### config.mk
export PLATFORM = sky130hd
export DESIGN_NAME = pte_ram
export DESIGN_NICKNAME = d
export VERILOG_FILES = /design/src/hdl/pte_pkg.sv /design/src/hdl/pte_ram.sv
export SDC_FILE = /design/constraint.sdc
export NUM_CORES = 1
export LEC_CHECK = 0
export BUFFER_PORTS_ARGS = -buffer_cell sky130_fd_sc_hd__buf_2
export CORE_AREA = 4 4 330 332
export DETAILED_ROUTE_END_ITERATION = 16
export DIE_AREA = 0 0 334 336
export GPL_TIMING_DRIVEN = 0
export PLACE_DENSITY_LB_ADDON = 0.15
export SYNTH_ARGS = -nofsm -noshare
export SYNTH_HDL_FRONTEND = slang
export SYNTH_SLANG_ARGS = --single-unit
### constraint.sdc
create_clock -name aclk -period 6.6 [get_ports aclk]
set_clock_uncertainty 0.05 [all_clocks]
set_input_delay 1.98 -clock aclk [delete_from_list [all_inputs] [get_ports aclk]]
set_output_delay 1.98 -clock aclk [all_outputs]
set_load 0.005 [all_outputs]
### src/hdl/pte_pkg.sv
// ----------------------------------------------------------------------------
// pte_pkg
// Shared types and constants of the prefix trie engine: default pool
// geometry, operation codes, stream field widths and internal structs.
// ----------------------------------------------------------------------------
package pte_pkg;

    // Default pool geometry
    localparam int NODE_COUNT_DEF    = 1024;
    localparam int ALPHABET_SIZE_DEF = 26;

    // Field widths fixed by the stream format
    localparam int OP_W         = 2;
    localparam int LETTER_W     = 5;
    localparam int NODES_USED_W = 11;
    localparam int S_TDATA_W    = 8;
    localparam int S_TUSER_W    = 3;
    localparam int M_TDATA_W    = 16;
    localparam int M_PAD_W      = M_TDATA_W - NODES_USED_W - 2;
    localparam int S_PAD_W      = S_TDATA_W - LETTER_W - 1;

    // Width used to range-check a letter against the alphabet (holds 256)
    localparam int LCMP_W = 9;

    // Operation codes; any other code acts as prefix search
    localparam logic [OP_W-1:0] OP_INSERT = 2'd0;
    localparam logic [OP_W-1:0] OP_SEARCH = 2'd1;
    localparam logic [OP_W-1:0] OP_PREFIX = 2'd2;

    // One result word
    typedef struct packed {
        logic [NODES_USED_W-1:0] nodes_used;
        logic                    pool_full;
        logic                    found;
    } result_t;

    // Access strobes of one memory port
    typedef struct packed {
        logic we;
        logic re;
    } ram_ctl_t;

endpackage

### src/hdl/pte_ram.sv
// ----------------------------------------------------------------------------
// pte_ram
// Single-port synchronous memory with a registered read.
// ----------------------------------------------------------------------------
module pte_ram #(
    parameter int DEPTH  = 1024,
    parameter int DATA_W = 1,
    parameter int ADDR_W = $clog2(DEPTH)
) (
    input  logic               aclk,
    input  pte_pkg::ram_ctl_t  ctl,
    input  logic [ADDR_W-1:0]  addr,
    input  logic [DATA_W-1:0]  wdata,
    output logic [DATA_W-1:0]  rdata
);

    logic [DATA_W-1:0] mem [DEPTH];
    logic [DATA_W-1:0] rdata_reg;

    // Write or read one entry per cycle
    always_ff @(posedge aclk) begin
        if (ctl.we) begin
            mem[addr] <= wdata;
        end
        if (ctl.re) begin
            rdata_reg <= mem[addr];
        end
    end

    assign rdata = rdata_reg;

endmodule

# Word level (Yosys, flattened, before mapping)
# Memories as Yosys holds them, arrays and structs flattened. A register that Yosys moved wholly into a read port is not among the register bits.
# Cells that the tools add are included.
word_totals:
  reg_bits: 0
  ramBits: 1024
  input_bits: 14
  out_inout_bits: 1
  memories: 1
op_classes:
  n_mux: 2
memory_table:
  columns: ["memory", "depth", "word_bits", "read_ports", "rd_ports_with_merged_regs", "write_ports", "line", "source"]
  rows:
  - ["mem", 1024, 1, 1, 1, 1, "pte_ram.sv:17", "logic [DATA_W-1:0] mem [DEPTH];"]
ops:
  columns: ["op", "n"]
  rows:
  - ["1-bit two-way mux", 2]

# Depth between registers and ports, before layout
depth:
  word_depth: 2
  depth_mapped: 12

# Worst setup path after synthesis
# Ideal clock, no wire load.
synth_timing:
  kind: "in2reg"
  from: "input port addr[1]"
  to: "register rdata_reg, in the netlist rdata (read register of mem), data pin"
  setup_ns: 0.269
  arrival_ns: 3.705
  t_required_ns: 6.281
  path_slack_ns: 2.576
  cell_stages: 10
  n_path_buf: 4
  cell_sequence: "buf_2 > buf_2 > buf_2 > buf_2 > mux2i_1 > nor2_1 > o31ai_1 > nor2_1 > o41ai_2 > nand3_1"
synth_rtl:
  columns: ["element", "line", "source"]
  rows:
  - ["start, declared", "pte_ram.sv:12", "input logic [ADDR_W-1:0] addr,"]
  - ["end, declared", "pte_ram.sv:18", "logic [DATA_W-1:0] rdata_reg;"]

==> impl_results.md <==
* Status: finished with violations
* Failing checks: capacitance limit, slew limit
* DP Worst Slack at 0.173 ns
* Starting density of the core at 41.7%
* PortBufs at 12
* Simple-gate share of the synthesized area at 11.8%
* Finished Layout Cells at 5004
* Worst skew pair latency at 0.73 ns
* CTS Buf Count at 111
* Final wirelength at 179 mm
* Post-synth EDFFs at 1025
* Slowest stage delay, CP at 1.12 ns
* Yosys Warn Count at 0
* Hold Crit Class: reg -> reg
* First-pass GRT wire length at 239 mm
* Largest family of logic cells by synthesized area: multiplexers
* Cell family with most CP delay: simple AND/OR/NAND/NOR gates
* Fill cells at 9771
* Fraction of layout cells with a size suffix above 1 at 9.96%
* Post-Synth Adder-Cell Area at 0%
* Type of origin of the critical path: input port
* Cts repair resizes at 0
* Die ar. at 112000 sq um
* Initial antenna violation count at 8
* Crit Path Class: in -> reg
* Die width at 334 microns
* Maximum clock insertion buffer count at 3
* Synth Area in Compound Gates at 3.61%
* Final Slew Violations at 11
* Detailed placement HPWL at 109 mm
* Clock Pin Slew Worst Setup and Hold Paths at 0.06 ns
* Syn Inst Count at 3369
* Chip height at 336 microns
* Area occupied by multi-input gates at 12100 sq um
* Gr ovfl total at 0
* Slew HR at -2.47%
* Ys flop type: edfxtp_1
* Cell Rows at 120
* Pin count of the biggest net entering global routing at 183
* Cell Area, Synth at 44300 sq um
* Seq/Total Area, Yosys at 69.4%
* Power per Cell Area at 280 nW/um^2
* RSZ-0062 raised after global routing: no
* Post-CTS Hold Buffers at 0
* Tmin final at 6.02 ns
* Core region area at 106000 sq um
* Setup bufs post-CTS at 0
* Mean Syn Cell Area at 13.2 sq um
* # Max-Cap Violations at 2
* Worst path bufs/invs at 3
* Final GP Congestion at 0.934
* Via-to-Cell Ratio at 6.19
* CP required at 6.89 ns
* Vias in the first global route at 28783
* H-tree Lvls at 3
* Starting DRT DRC Count at 4953
* DRT Pass-1 Iters at 6
* Critical Path Sink Type: register
* Synth Register Bits at 1025
* Critical path arrival at 6.31 ns
* Hold Fails Final Rpt at 0
* CTS tree: yes
* Nets at 3518
* Final worst setup slack at 0.579 ns
* CTS Sinks at 1025
* Via count at 30994
* # IOs at 15
* Root buffer cell: clkbuf_16
* Gr usage total at 31.3%
* Worst vdd ir at 194 uV
* Multiplexer area fraction after synthesis at 11.9%
* Fmax at 166 MHz
* Crit path cell chain: buf_2 -> nand4bb_1 -> buf_2 -> clkbuf_1 -> o22ai_1 -> nor4_1 -> nand2_1 -> nor4_1 -> nor3_1 -> a211oi_1 -> nand3_1
* Placed cell count at 4794
* Cell variety after synth at 39
* Total power at 14.0 mW
* Xor and xnor area share after synthesis at 0%
* DRC violations left at 0
* Endpoints failing setup at 0
* CP Max Fanout at 10
* Async S/R FF share, synth at 0%
* Leak Pwr at 15.9 nW
* Seq. cell area at 30800 sq um
* Worst-Margin Slew at 1.54 ns
* Crit-path slowest cell: clkbuf_1
* Max FFs per register at 1024
* Final core utilization at 46.9%
* ANT nets after route at 0
* Post-synthesis to final-layout area growth at 12.3%
* Fin crit share at 91.2%
* Syn nets at 3383
* Wire length per cell at 35.8 microns
-- worst paths after layout --
check	slack [ns]	end	cells after the start	startpoint
worst max-delay path	0.58	rdata	11	addr[2]
worst min-delay path	1.20	rdata	6	mem[955]
worst max register to register	3.28	rdata	8	mem[833]
worst min register to register	1.20	rdata	6	mem[955]
-- routing by layer --
layer / GRT usage [%] / wire length [microns] / vias to the layer above
li1: - / - / 12514
met5: 0 / 0 / -
met2: 47.5 / 78400 / 2025
met1: 42.3 / 69400 / 15982
met4: 16.8 / 11300 / 0
met3: 7.08 / 20200 / 473
-- stage by stage --
stage	hold WS, ns	TNS [ns]	instance area, sq um
after CTS	1.13	0	49800
after global placement	1.11	-8968.98	46200
after detailed placement	1.09	0	46400
after global routing	1.26	0	49800
final	1.20	0	49800
after floorplan	0.794	0	44300
-- where the power goes --
part           switching (mW)  internal [mW]  leakage [nW]
Clock                    2.64           3.33          1.65
Sequential            0.00115           7.17          9.21
Combinational           0.622          0.197          5.00
Total                    3.27           10.7          15.9
-- kinds of logic after synthesis --
group           Yosys count
compound gates          247
buf+inv                 322
flops                  1025
mux                     488
simple gates           1287
-- final cells by class --
cell class / instances / share of cell area, %
clock inverters: 63 / 0.919
multi-input cells: 2022 / 24.3
flip-flops and latches: 1025 / 61.8
clock buffers: 140 / 5.84
repair buffers: 22 / 0.593
plain buffers: 319 / 2.93
inverters: 3 / 0.0226
well taps: 1403 / 3.52
diodes: 7 / 0.0352
-- cells in the mapped netlist (all sizes together), types with 2 or more instances --
library cell	count	share of area [%]
a211oi	9	0.15
a21oi	4	0.045
and2	3	0.042
and3	6	0.085
and3b	4	0.079
buf	144	1.8
clkbuf	175	1.5
edfxtp	1025	69
inv	2	0.017
mux2i	456	10
mux4	32	1.6
nand2	82	0.69
nand3	15	0.17
nand3b	5	0.085
nand4	4	0.056
nand4b	4	0.14
nand4bb	6	0.15
nor2	1080	9.1
nor3	18	0.20
nor3b	6	0.10
nor4	44	0.62
o2111ai	11	0.22
o211ai	10	0.17
o21ai	8	0.090
o22a	2	0.040
o22ai	198	2.8
o31ai	4	0.068
or3b	2	0.040
or4b	4	0.090
-- worst reg2reg max path, delay by kind of cell, from the launching register on --
family	cells	cell delay, ns
AND/OR/NAND/NOR	3	1.18
AO/OA/AOI/OAI	4	1.11
flip-flops	1	0.38
multiplexers	1	0.24
-- layout by cell type, fill, tap and decap left out, drive strengths merged --
cell	synthesis	final
or2	1	1
inv	2	5
o22ai	198	198
or4	1	1
o211ai	10	10
mux4	32	32
clkbuf	175	315
bufinv	0	6
or3	1	1
o22a	2	2
mux2i	456	456
a21oi	4	4
o2111ai	11	11
nand4b	4	4
nor2	1080	1080
nand2	82	82
and3b	4	4
nor3	18	18
clkinvlp	0	2
nand4	4	4
nand3	15	15
diode	0	7
o21ai	8	8
o41ai	1	1
or3b	2	2
or4b	4	4
nand2b	1	1
edfxtp	1025	1025
nand4bb	6	6
and2	3	3
a211oi	9	9
buf	144	166
nand3b	5	5
and3	6	6
nor4	44	44
nor3b	6	6
clkinv	1	53
o31ai	4	4
(Power assumes the default switching activity.)
