==> src/hdl/pte_pkg.sv <==
// ----------------------------------------------------------------------------
// pte_pkg
// Shared types and constants of the prefix trie engine: default pool
// geometry, operation codes, stream field widths and internal structs.
// ----------------------------------------------------------------------------
package pte_pkg;

    // Default pool geometry
    localparam int NODE_COUNT_DEF    = 1024;
    localparam int ALPHABET_SIZE_DEF = 26;

    // Field widths fixed by the stream format
    localparam int OP_W         = 2;
    localparam int LETTER_W     = 5;
    localparam int NODES_USED_W = 11;
    localparam int S_TDATA_W    = 8;
    localparam int S_TUSER_W    = 3;
    localparam int M_TDATA_W    = 16;
    localparam int M_PAD_W      = M_TDATA_W - NODES_USED_W - 2;
    localparam int S_PAD_W      = S_TDATA_W - LETTER_W - 1;

    // Width used to range-check a letter against the alphabet (holds 256)
    localparam int LCMP_W = 9;

    // Operation codes; any other code acts as prefix search
    localparam logic [OP_W-1:0] OP_INSERT = 2'd0;
    localparam logic [OP_W-1:0] OP_SEARCH = 2'd1;
    localparam logic [OP_W-1:0] OP_PREFIX = 2'd2;

    // One result word
    typedef struct packed {
        logic [NODES_USED_W-1:0] nodes_used;
        logic                    pool_full;
        logic                    found;
    } result_t;

    // Access strobes of one memory port
    typedef struct packed {
        logic we;
        logic re;
    } ram_ctl_t;

endpackage

==> src/hdl/pte_walk.sv <==
// ----------------------------------------------------------------------------
// pte_walk
// Trie walk sequencer: clears both memories after reset, then steps one
// letter per word through a child-link read, allocating nodes on insert,
// and sets the terminal mark on a good insert or reads it on an exact search.
// ----------------------------------------------------------------------------
module pte_walk #(
    parameter int NODE_COUNT    = pte_pkg::NODE_COUNT_DEF,
    parameter int ALPHABET_SIZE = pte_pkg::ALPHABET_SIZE_DEF,
    parameter int NODE_W        = $clog2(NODE_COUNT),
    parameter int SLOT_W        = $clog2(NODE_COUNT * ALPHABET_SIZE)
) (
    input  logic                          aclk,
    input  logic                          aresetn,
    // input word
    input  logic                          s_tvalid,
    output logic                          s_tready,
    input  logic [pte_pkg::OP_W-1:0]      in_op,
    input  logic [pte_pkg::LETTER_W-1:0]  in_letter,
    input  logic                          in_first,
    input  logic                          in_last,
    input  logic                          in_no_letter,
    // result handoff
    input  logic                          out_free,
    output logic                          res_load,
    output pte_pkg::result_t              res,
    // child-link memory
    output pte_pkg::ram_ctl_t             link_ctl,
    output logic [SLOT_W-1:0]             link_addr,
    output logic [NODE_W-1:0]             link_wdata,
    input  logic [NODE_W-1:0]             link_rdata,
    // terminal-mark memory
    output pte_pkg::ram_ctl_t             mark_ctl,
    output logic [NODE_W-1:0]             mark_addr,
    output logic                          mark_wdata,
    input  logic                          mark_rdata
);

    localparam int TOTAL = NODE_COUNT * ALPHABET_SIZE;
    localparam int NF_W  = $clog2(NODE_COUNT + 1);

    typedef enum logic [2:0] {
        ST_CLEAR,
        ST_IDLE,
        ST_LOOK,
        ST_FIN,
        ST_RES
    } state_t;

    state_t                      state_reg, state_next;
    logic [SLOT_W-1:0]           clr_cnt_reg, clr_cnt_next;
    logic [NODE_W-1:0]           walk_reg, walk_next;
    logic                        failed_reg, failed_next;
    logic                        ovf_reg, ovf_next;
    logic [NF_W-1:0]             next_free_reg, next_free_next;
    logic [pte_pkg::OP_W-1:0]    op_reg, op_next;
    logic                        last_reg, last_next;
    logic [SLOT_W-1:0]           slot_reg, slot_next;

    logic [NODE_W-1:0]           node_eff;
    logic                        failed_eff;
    logic                        ovf_eff;
    logic                        letter_bad;
    logic [SLOT_W-1:0]           slot_calc;

    // Walk state as seen by the arriving word; first restarts at the root
    assign node_eff   = in_first ? '0 : walk_reg;
    assign failed_eff = in_first ? 1'b0 : failed_reg;
    assign ovf_eff    = in_first ? 1'b0 : ovf_reg;
    assign letter_bad = pte_pkg::LCMP_W'(in_letter) >= pte_pkg::LCMP_W'(ALPHABET_SIZE);
    assign slot_calc  = SLOT_W'(SLOT_W'(node_eff) * SLOT_W'(ALPHABET_SIZE))
                      + SLOT_W'(in_letter);

    always_comb begin
        state_next     = state_reg;
        clr_cnt_next   = clr_cnt_reg;
        walk_next      = walk_reg;
        failed_next    = failed_reg;
        ovf_next       = ovf_reg;
        next_free_next = next_free_reg;
        op_next        = op_reg;
        last_next      = last_reg;
        slot_next      = slot_reg;

        s_tready       = 1'b0;
        res_load       = 1'b0;
        res.found      = 1'b0;
        res.pool_full  = 1'b0;
        res.nodes_used = pte_pkg::NODES_USED_W'(next_free_reg);

        link_ctl       = '0;
        link_addr      = slot_calc;
        link_wdata     = NODE_W'(next_free_reg);
        mark_ctl       = '0;
        mark_addr      = walk_reg;
        mark_wdata     = 1'b1;

        case (state_reg)
            // Sweep zeros through both memories
            ST_CLEAR: begin
                link_ctl.we = 1'b1;
                link_addr   = clr_cnt_reg;
                link_wdata  = '0;
                mark_ctl.we = 1'b1;
                mark_addr   = NODE_W'(clr_cnt_reg);
                mark_wdata  = 1'b0;
                if (clr_cnt_reg == SLOT_W'(TOTAL - 1)) begin
                    state_next = ST_IDLE;
                end else begin
                    clr_cnt_next = clr_cnt_reg + 1'b1;
                end
            end

            // Take a word and start its child-link lookup if its letter is valid and the walk has not failed
            ST_IDLE: begin
                s_tready = 1'b1;
                if (s_tvalid) begin
                    op_next     = in_op;
                    last_next   = in_last;
                    walk_next   = node_eff;
                    failed_next = failed_eff;
                    ovf_next    = ovf_eff;
                    slot_next   = slot_calc;
                    if (!in_no_letter && !failed_eff && !letter_bad) begin
                        link_ctl.re = 1'b1;
                        state_next  = ST_LOOK;
                    end else begin
                        if (!in_no_letter && letter_bad) begin
                            failed_next = 1'b1;
                        end
                        state_next = in_last ? ST_FIN : ST_IDLE;
                    end
                end
            end

            // Follow the link, or allocate a fresh node on insert while the pool has room; else mark the walk failed
            ST_LOOK: begin
                link_addr = slot_reg;
                if (link_rdata != '0) begin
                    walk_next = link_rdata;
                end else if (op_reg != pte_pkg::OP_INSERT) begin
                    failed_next = 1'b1;
                end else if (next_free_reg < NF_W'(NODE_COUNT)) begin
                    link_ctl.we    = 1'b1;
                    walk_next      = NODE_W'(next_free_reg);
                    next_free_next = next_free_reg + 1'b1;
                end else begin
                    ovf_next    = 1'b1;
                    failed_next = 1'b1;
                end
                state_next = last_reg ? ST_FIN : ST_IDLE;
            end

            // Close the word once the result slot is free
            ST_FIN: begin
                if (out_free) begin
                    case (op_reg)
                        pte_pkg::OP_INSERT: begin
                            mark_ctl.we   = !failed_reg;
                            res.found     = !failed_reg;
                            res.pool_full = failed_reg && ovf_reg;
                            res_load      = 1'b1;
                            state_next    = ST_IDLE;
                        end
                        pte_pkg::OP_SEARCH: begin
                            if (failed_reg) begin
                                res_load   = 1'b1;
                                state_next = ST_IDLE;
                            end else begin
                                mark_ctl.re = 1'b1;
                                state_next  = ST_RES;
                            end
                        end
                        default: begin
                            res.found  = !failed_reg;
                            res_load   = 1'b1;
                            state_next = ST_IDLE;
                        end
                    endcase
                end
            end

            // Report the terminal mark of the reached node
            ST_RES: begin
                res.found  = mark_rdata;
                res_load   = 1'b1;
                state_next = ST_IDLE;
            end

            default: begin
                state_next = ST_IDLE;
            end
        endcase
    end

    // Hold sequencer state and walk registers
    always_ff @(posedge aclk) begin
        if (!aresetn) begin
            state_reg     <= ST_CLEAR;
            clr_cnt_reg   <= '0;
            walk_reg      <= '0;
            failed_reg    <= 1'b0;
            ovf_reg       <= 1'b0;
            next_free_reg <= NF_W'(1);
            op_reg        <= pte_pkg::OP_INSERT;
            last_reg      <= 1'b0;
        end else begin
            state_reg     <= state_next;
            clr_cnt_reg   <= clr_cnt_next;
            walk_reg      <= walk_next;
            failed_reg    <= failed_next;
            ovf_reg       <= ovf_next;
            next_free_reg <= next_free_next;
            op_reg        <= op_next;
            last_reg      <= last_next;
        end
        slot_reg <= slot_next;
    end

`ifndef SYNTHESIS
    // The walk only ever stands on an allocated node
    a_walk_allocated: assert property (@(posedge aclk) disable iff (!aresetn)
        NF_W'(walk_reg) < next_free_reg)
        else $error("walk node beyond allocated pool");

    // The allocation counter never passes the pool size
    a_pool_bound: assert property (@(posedge aclk) disable iff (!aresetn)
        next_free_reg <= NF_W'(NODE_COUNT))
        else $error("allocation counter past pool size");

    // A link is written during the walk only where none existed
    a_link_fresh: assert property (@(posedge aclk) disable iff (!aresetn)
        (state_reg == ST_LOOK && link_ctl.we) |-> (link_rdata == '0))
        else $error("overwriting an existing child link");

    // A result is only handed over into a free output slot
    a_res_slot: assert property (@(posedge aclk) disable iff (!aresetn)
        res_load |-> out_free)
        else $error("result loaded while output slot busy");

    // No word is taken during the clearing sweep
    a_clear_block: assert property (@(posedge aclk) disable iff (!aresetn)
        (state_reg == ST_CLEAR) |=> (state_reg == ST_CLEAR || state_reg == ST_IDLE))
        else $error("left clearing sweep into a walk state");
`endif

endmodule

==> config.mk <==
export PLATFORM = sky130hd
export DESIGN_NAME = pte_walk
export DESIGN_NICKNAME = d
export VERILOG_FILES = /design/src/hdl/pte_pkg.sv /design/src/hdl/pte_walk.sv
export SDC_FILE = /design/constraint.sdc
export NUM_CORES = 1
export LEC_CHECK = 0
export BUFFER_PORTS_ARGS = -buffer_cell sky130_fd_sc_hd__buf_2
export CORE_ASPECT_RATIO = 0.75
export CORE_UTILIZATION = 51
export DETAILED_ROUTE_END_ITERATION = 16
export PLACE_DENSITY = 0.74
export SETUP_SLACK_MARGIN = 0.1
export SYNTH_ARGS = -nofsm -noshare
export SYNTH_HDL_FRONTEND = slang
export SYNTH_SLANG_ARGS = --single-unit
==> constraint.sdc <==
create_clock -name aclk -period 4.2 [get_ports aclk]
set_input_delay 0.63 -clock aclk [delete_from_list [all_inputs] [get_ports aclk]]
set_output_delay 0.63 -clock aclk [all_outputs]
set_load 0.01 [all_outputs]
# After elaboration in Yosys (flattened, before gate mapping)
# Cells that the tools add are included.
[totals]
ff_bits = 59
[op_classes]
multipliers = 1
addsub = 3
n_bitwise = 3
reduce_logical = 20
eq_ne = 16
muxes = 55
magnitude_cmp = 2
[ops]
columns = ["operator", "count"]
rows = [
  ["two-way mux 10 bit", 7],
  ["case mux 15 bit (2 select lines)", 1],
  ["two-way mux 1 bit", 29],
  ["case mux 10 bit (2 select lines)", 1],
  ["adder 15 x 1 -> 15 bit (second input constant)", 1],
  ["adder 15 x 5 -> 15 bit", 1],
  ["== test 15 bit (second input constant)", 1],
  ["two-way mux 3 bit", 5],
  ["multiplier 10 x 4 -> 14 bit (second input constant)", 1],
  ["inequality test 2 bit (second input constant)", 7],
  ["case mux 1 bit (2 select lines)", 6],
  ["case mux 3 bit (4 select lines)", 1],
  ["AND reduction 4 bit", 3],
  ["adder 11 x 1 -> 11 bit (second input constant)", 1],
  ["< comparator 11 bit (second input constant)", 1],
  ["two-way mux 2 bit", 5],
  ["nonzero test 10 bit", 1],
  ["inequality test 3 bit (second input constant)", 3],
  ["== test 3 x 2 -> 1 bit (second input constant)", 2],
  ["AND reduction 6 bit", 1],
  [">= comparator 5 bit (second input constant)", 1],
  ["logical AND 1 bit", 4],
  ["logical NOT 1 bit", 4],
  ["AND reduction 2 bit", 2],
  ["8 further kinds", 11],
]

# Longest topological paths before layout
[depth]
word_depth = 7
mapped_depth = 15
ltp_nobuf = 13

# Least setup slack after synthesis
# Ideal clock, no wire load.
[synth_timing]
path_kind = "input to output"
from = "in in_first"
to = "out link_addr[13]"
t_arrival_ps = 3989
slack_ps = -419
stages = 14
path_cell_list = "clkbuf_1 -> nand2b_1 -> inv_1 -> ha_1 -> inv_1 -> fa_1 -> inv_1 -> ha_1 -> a21oi_1 -> o31ai_2 -> a32o_1 -> or2_2 -> or4_1 -> a31oi_1"
[synth_between]
elab_chain_cells = 4
[synth_lines]
columns = ["element", "line_no", "text"]
rows = [
  ["start, declared", "pte_walk.sv:20", "input logic in_first,"],
  ["two-way mux 10 bit", "pte_walk.sv:67", "assign node_eff = in_first ? '0 : walk_reg;"],
  ["multiplier 10 x 4 -> 14 bit", "pte_walk.sv:71", "assign slot_calc = SLOT_W'(SLOT_W'(node_eff) * SLOT_W'(ALPHABET_SIZE))"],
  ["adder 15 x 5 -> 15 bit", "pte_walk.sv:72", "+ SLOT_W'(in_letter);"],
  ["case mux 15 bit (2 select lines)", "pte_walk.sv:98", "case (state_reg)"],
  ["end, declared", "pte_walk.sv:29", "output logic [SLOT_W-1:0] link_addr,"],
]
# Every way passes these cells.

# Final worst setup path
# Ends and elaborated chain as after synthesis.

==> run_results.csv <==
group,metric,value,unit
outcome,status,"finished with violations",
outcome,violations,"negative setup slack",
floorplan,initial_utilization,54.1,%
grt,grt.total_usage,30.7,%
timing,relSlewSlack,47.9,%
timing,skew,4.85,ps
routing,m1WireLength,6130,um
grt,grt_pass1_wl,20900,um
worst_hold_path,min_from,"last_reg$_SDFFE_PN0P_",
run,cap_violations,0,
routing,drt_first_pass_iters,5,
logic_synthesis,async_flop_share,0,%
logic_synthesis,synth_cells,529,
worst_setup_path,critPathMaxStageDelay,520,ps
worst_setup_path,cp-start-kind,"primary input",
logic_synthesis,ys_ff_latch,59,
pwr,p_comb_share,5.0,%
routing,met3RoutedLength,1310,um
pwr,ir_drop,239,uV
worst_setup_path,end_kind,"output pin",
clock_network,clk_pin_slew,50,ps
routing,wire_per_inst,19.3,um
routing,ant_nets,0,
worst_setup_path,crit_chain,"buf_12 -> buf_8 -> buf_8 -> nor2b_4 -> nand2_2 -> fa_1 -> inv_2 -> ha_4 -> buf_4 -> or2_2 -> nand3_1 -> o211a_1 -> nand4_1 -> buf_4 -> buf_6 -> o31ai_4 -> buf_4 -> a31oi_4 -> buf_6",
timing,fmax,0.220,GHz
place,placed_cell_area,5280,um^2
logic_synthesis,syn_nets,587,
logic_synthesis,synth_cell_types,60,
routing,route.met2.wl,7030,um
worst_hold_path,hold_path_depth,2,
grt,grt_pass1_vias,4212,
grt,grt_max_degree,26,
clock_network,cts_root_buffer,"clkbuf_16",
logic_synthesis,ys_seq_area_share,30.4,%
floorplan,die_w,109,um
routing,vias,4786,
timing,timing.final.hold_violations,0,
timing,hold_slack,457,ps
pwr,pwr-share-clk,52.1,%
floorplan,dieArea,8960,um^2
cells_and_area,area_growth,43.1,%
worst_setup_path,cp_max_fo,6,
logic_synthesis,syn_avg_cell_area,8.27,um^2
worst_setup_path,crit_top_cell,"buf_4",
place,io_buffers,79,
clock_network,holdBufCountCts,0,
worst_setup_path,required,3570,ps
routing,vias_per_cell,6.12,
cells_and_area,stdcell_area,6260,um^2
worst_setup_path,critPathArrivalTime,3920,ps
pwr,switching_share,22.2,%
clock_network,cts_made_buffers,9,
worst_setup_path,timing.rr.start,"walk_reg[2]$_SDFFE_PN0P_",
timing,rsz0062_at_grt,"yes",
routing,drc_errors,0,
logic_synthesis,synth_edf_count,15,
cells_and_area,drive_gt1_share,37.7,%
floorplan,core_area,8090,um^2
grt,grt.overflow.total,0,
logic_synthesis,synth_area_leaders,"dfxtp_1 (20%), edfxtp_1 (10%), ha_1 (7.7%)",
timing,max_slew.worst_pin.slew,779,ps
logic_synthesis,synth_warnings,0,
place,place.gp.congestion,0.858,
timing,fin_crit_sh,108,%
timing,postLayoutSetupSlackWorst,-355,ps
clock_network,clock_latency,330,ps
clock_network,cts.htree.levels,3,
pwr,leakagePower,2.79,nW
pwr,internal-power,0.00107,W
timing,layout_min_cycle_time,4550,ps
routing,dr.max_layer_used,"met4",
worst_hold_path,hold_class,"reg -> reg",
worst_setup_path,r2r_slack,560,ps
logic_synthesis,yosysTopAreaCell,"dfxtp_1",
logic_synthesis,synth.top_cell.area_share,20.1,%
worst_setup_path,slowest_stage,"fa_1",
routing,wirelength,15100,um
pwr,power_density,219,nW/um^2
logic_synthesis,synth_ff_type,"dfxtp_1",
pwr,p_sw,0.000304,W
place,post-dp-hpwl,9280,um
cells_and_area,fin_nets,729,
logic_synthesis,synth_area,4370,um^2
worst_setup_path,worstSetupPathType,"in -> out",
pwr,seqPwrFrac,42.9,%
timing,setup_viol,7,
clock_network,clk_path_buf_depth,2,
floorplan,fp.dieH,82.2,um
clock_network,cts_tree,"done",
worst_setup_path,rr_worst_depth,13,
floorplan,boundaryPins,80,
routing,drt_iter0_drc,437,
timing,slew_violations,0,
worst_setup_path,r2r_end,"slot_reg[14]$_DFFE_PP_",
floorplan,rows,28,
clock_network,cts_sinks,59,
worst_hold_path,min_to,"last_reg$_SDFFE_PN0P_",
grt,antenna_found_initial,1,
## final cells by class
cell class                      instances  area, um^2
Multi-Input combinational cell        420        3380
Fill cell                             545        1830
Inverter                               30         115
Antenna cell                            1        2.50
Clock inverter                          6        56.3
Sequential cell                        59        1330
Clock buffer                           10         229
Tap cell                              105         131
Timing Repair Buffer                  151        1010
## worst max-delay path, delay by kind of cell
kind | cells | cell delay (ps)
buffers and inverters | 9 | 1190
adder cells (fa/ha/maj) | 2 | 780
AND/OR/NAND/NOR | 5 | 820
AO/OA/AOI/OAI | 3 | 490
## worst max-delay path by stage
stage,from,endpoint,cells past startpoint
4_1_cts,in_first,link_addr[13],15
3_3_place_gp,in_first,link_addr[13],14
2_1_floorplan,in_first,link_addr[14],15
5_1_grt,in_first,link_addr[13],19
6_report,in_first,link_addr[13],19
3_5_place_dp,in_first,link_addr[13],14
## synth_stat cells (all sizes together) (2+ instances only)
| library cell | count |
|---|---|
| and3b | 2 |
| dfxtp | 44 |
| o21ai | 25 |
| clkbuf | 15 |
| or4 | 3 |
| o31ai | 4 |
| or2 | 7 |
| edfxtp | 15 |
| nand2 | 47 |
| and2 | 15 |
| nand4 | 9 |
| a221o | 2 |
| a31oi | 5 |
| nor3 | 9 |
| or3 | 10 |
| ha | 27 |
| a211oi | 7 |
| xor2 | 14 |
| o21a | 5 |
| mux2i | 13 |
| and3 | 6 |
| nor2 | 58 |
| buf | 5 |
| mux2 | 7 |
| inv | 30 |
| a22o | 2 |
| nor4 | 7 |
| a21oi | 45 |
| nand3 | 12 |
| a21o | 6 |
| nor2b | 11 |
| xnor2 | 21 |
| nand2b | 9 |
| a32o | 2 |
| fa | 6 |
| o211a | 2 |
| a211o | 3 |
| o211ai | 4 |
## per-stage QoR
step / power, W / instances / setup slack, ps / utilization [%] / setup TNS, ps
floorplan: 0.000628 / 529 / 4.47 / - / 0
global placement: 0.000655 / 737 / -297 / 65.2 / -749
detailed placement: 0.000656 / 737 / -401 / 65.2 / -1360
CTS: 0.00137 / 773 / -233 / 74.2 / -569
global route: 0.00140 / 781 / -453 / 77.3 / -1830
finish: 0.00137 / 782 / -355 / 77.3 / -1290
## metal layers
layer  global-route usage (%)  vias up
met5                        0        -
met4                     8.11        0
met3                     5.65       74
met2                     51.2      308
met1                     41.0     2244
li1                         -     2160
## kinds of logic after synthesis
kind of cell             after synthesis  synth area share (%)
AND/OR/NAND/NOR                      213                  25.5
multiplexers                          20                  4.78
buffers and inverters                 50                  4.40
AO/OA/AOI/OAI                        118                  17.2
XOR/XNOR                              35                  7.01
flip-flops                            59                  30.4
adder cells (fa/ha/maj)               34                  10.7
## power groups by stage
stage / sequential (W) / combinational [W] / clock (W)
after floorplan: 0.000598 / 0.0000305 / 0
after global placement: 0.000599 / 0.0000559 / 0
final: 0.000588 / 0.0000682 / 0.000715
after CTS: 0.000588 / 0.0000635 / 0.000718
after global routing: 0.000588 / 0.0000731 / 0.000743
after detailed placement: 0.000599 / 0.0000572 / 0
## layout by cell type (no fill, tap or decap), types with 6 or more instances in the layout
master     synthesis  layout
a21o_1             6       6
a21oi_1           45      42
and2_1            15      13
buf_2              1      77
buf_4              1      61
buf_6              0       9
clkbuf_16          0       9
dfxtp_1           44      42
edfxtp_1          15      15
ha_1              27      12
ha_4               0      15
inv_1             30      21
inv_2              0       8
mux2_2             7       7
mux2i_1           13      13
nand2_1           47      43
nand3_1           12      12
nand4_1            8       8
nor2_1            58      56
nor3_1             9       9
o21ai_0           25      23
or3_1             10       9
xnor2_1           21      19
xor2_1            14       8
## repair_timing
item | CTS | global route
endpoints found under the setup margin | 6 | 8
pin swaps | 27 | 34
buffers inserted | 22 | 12
resized for setup | 52 | 36
Power figures use the tool's default switching activity.
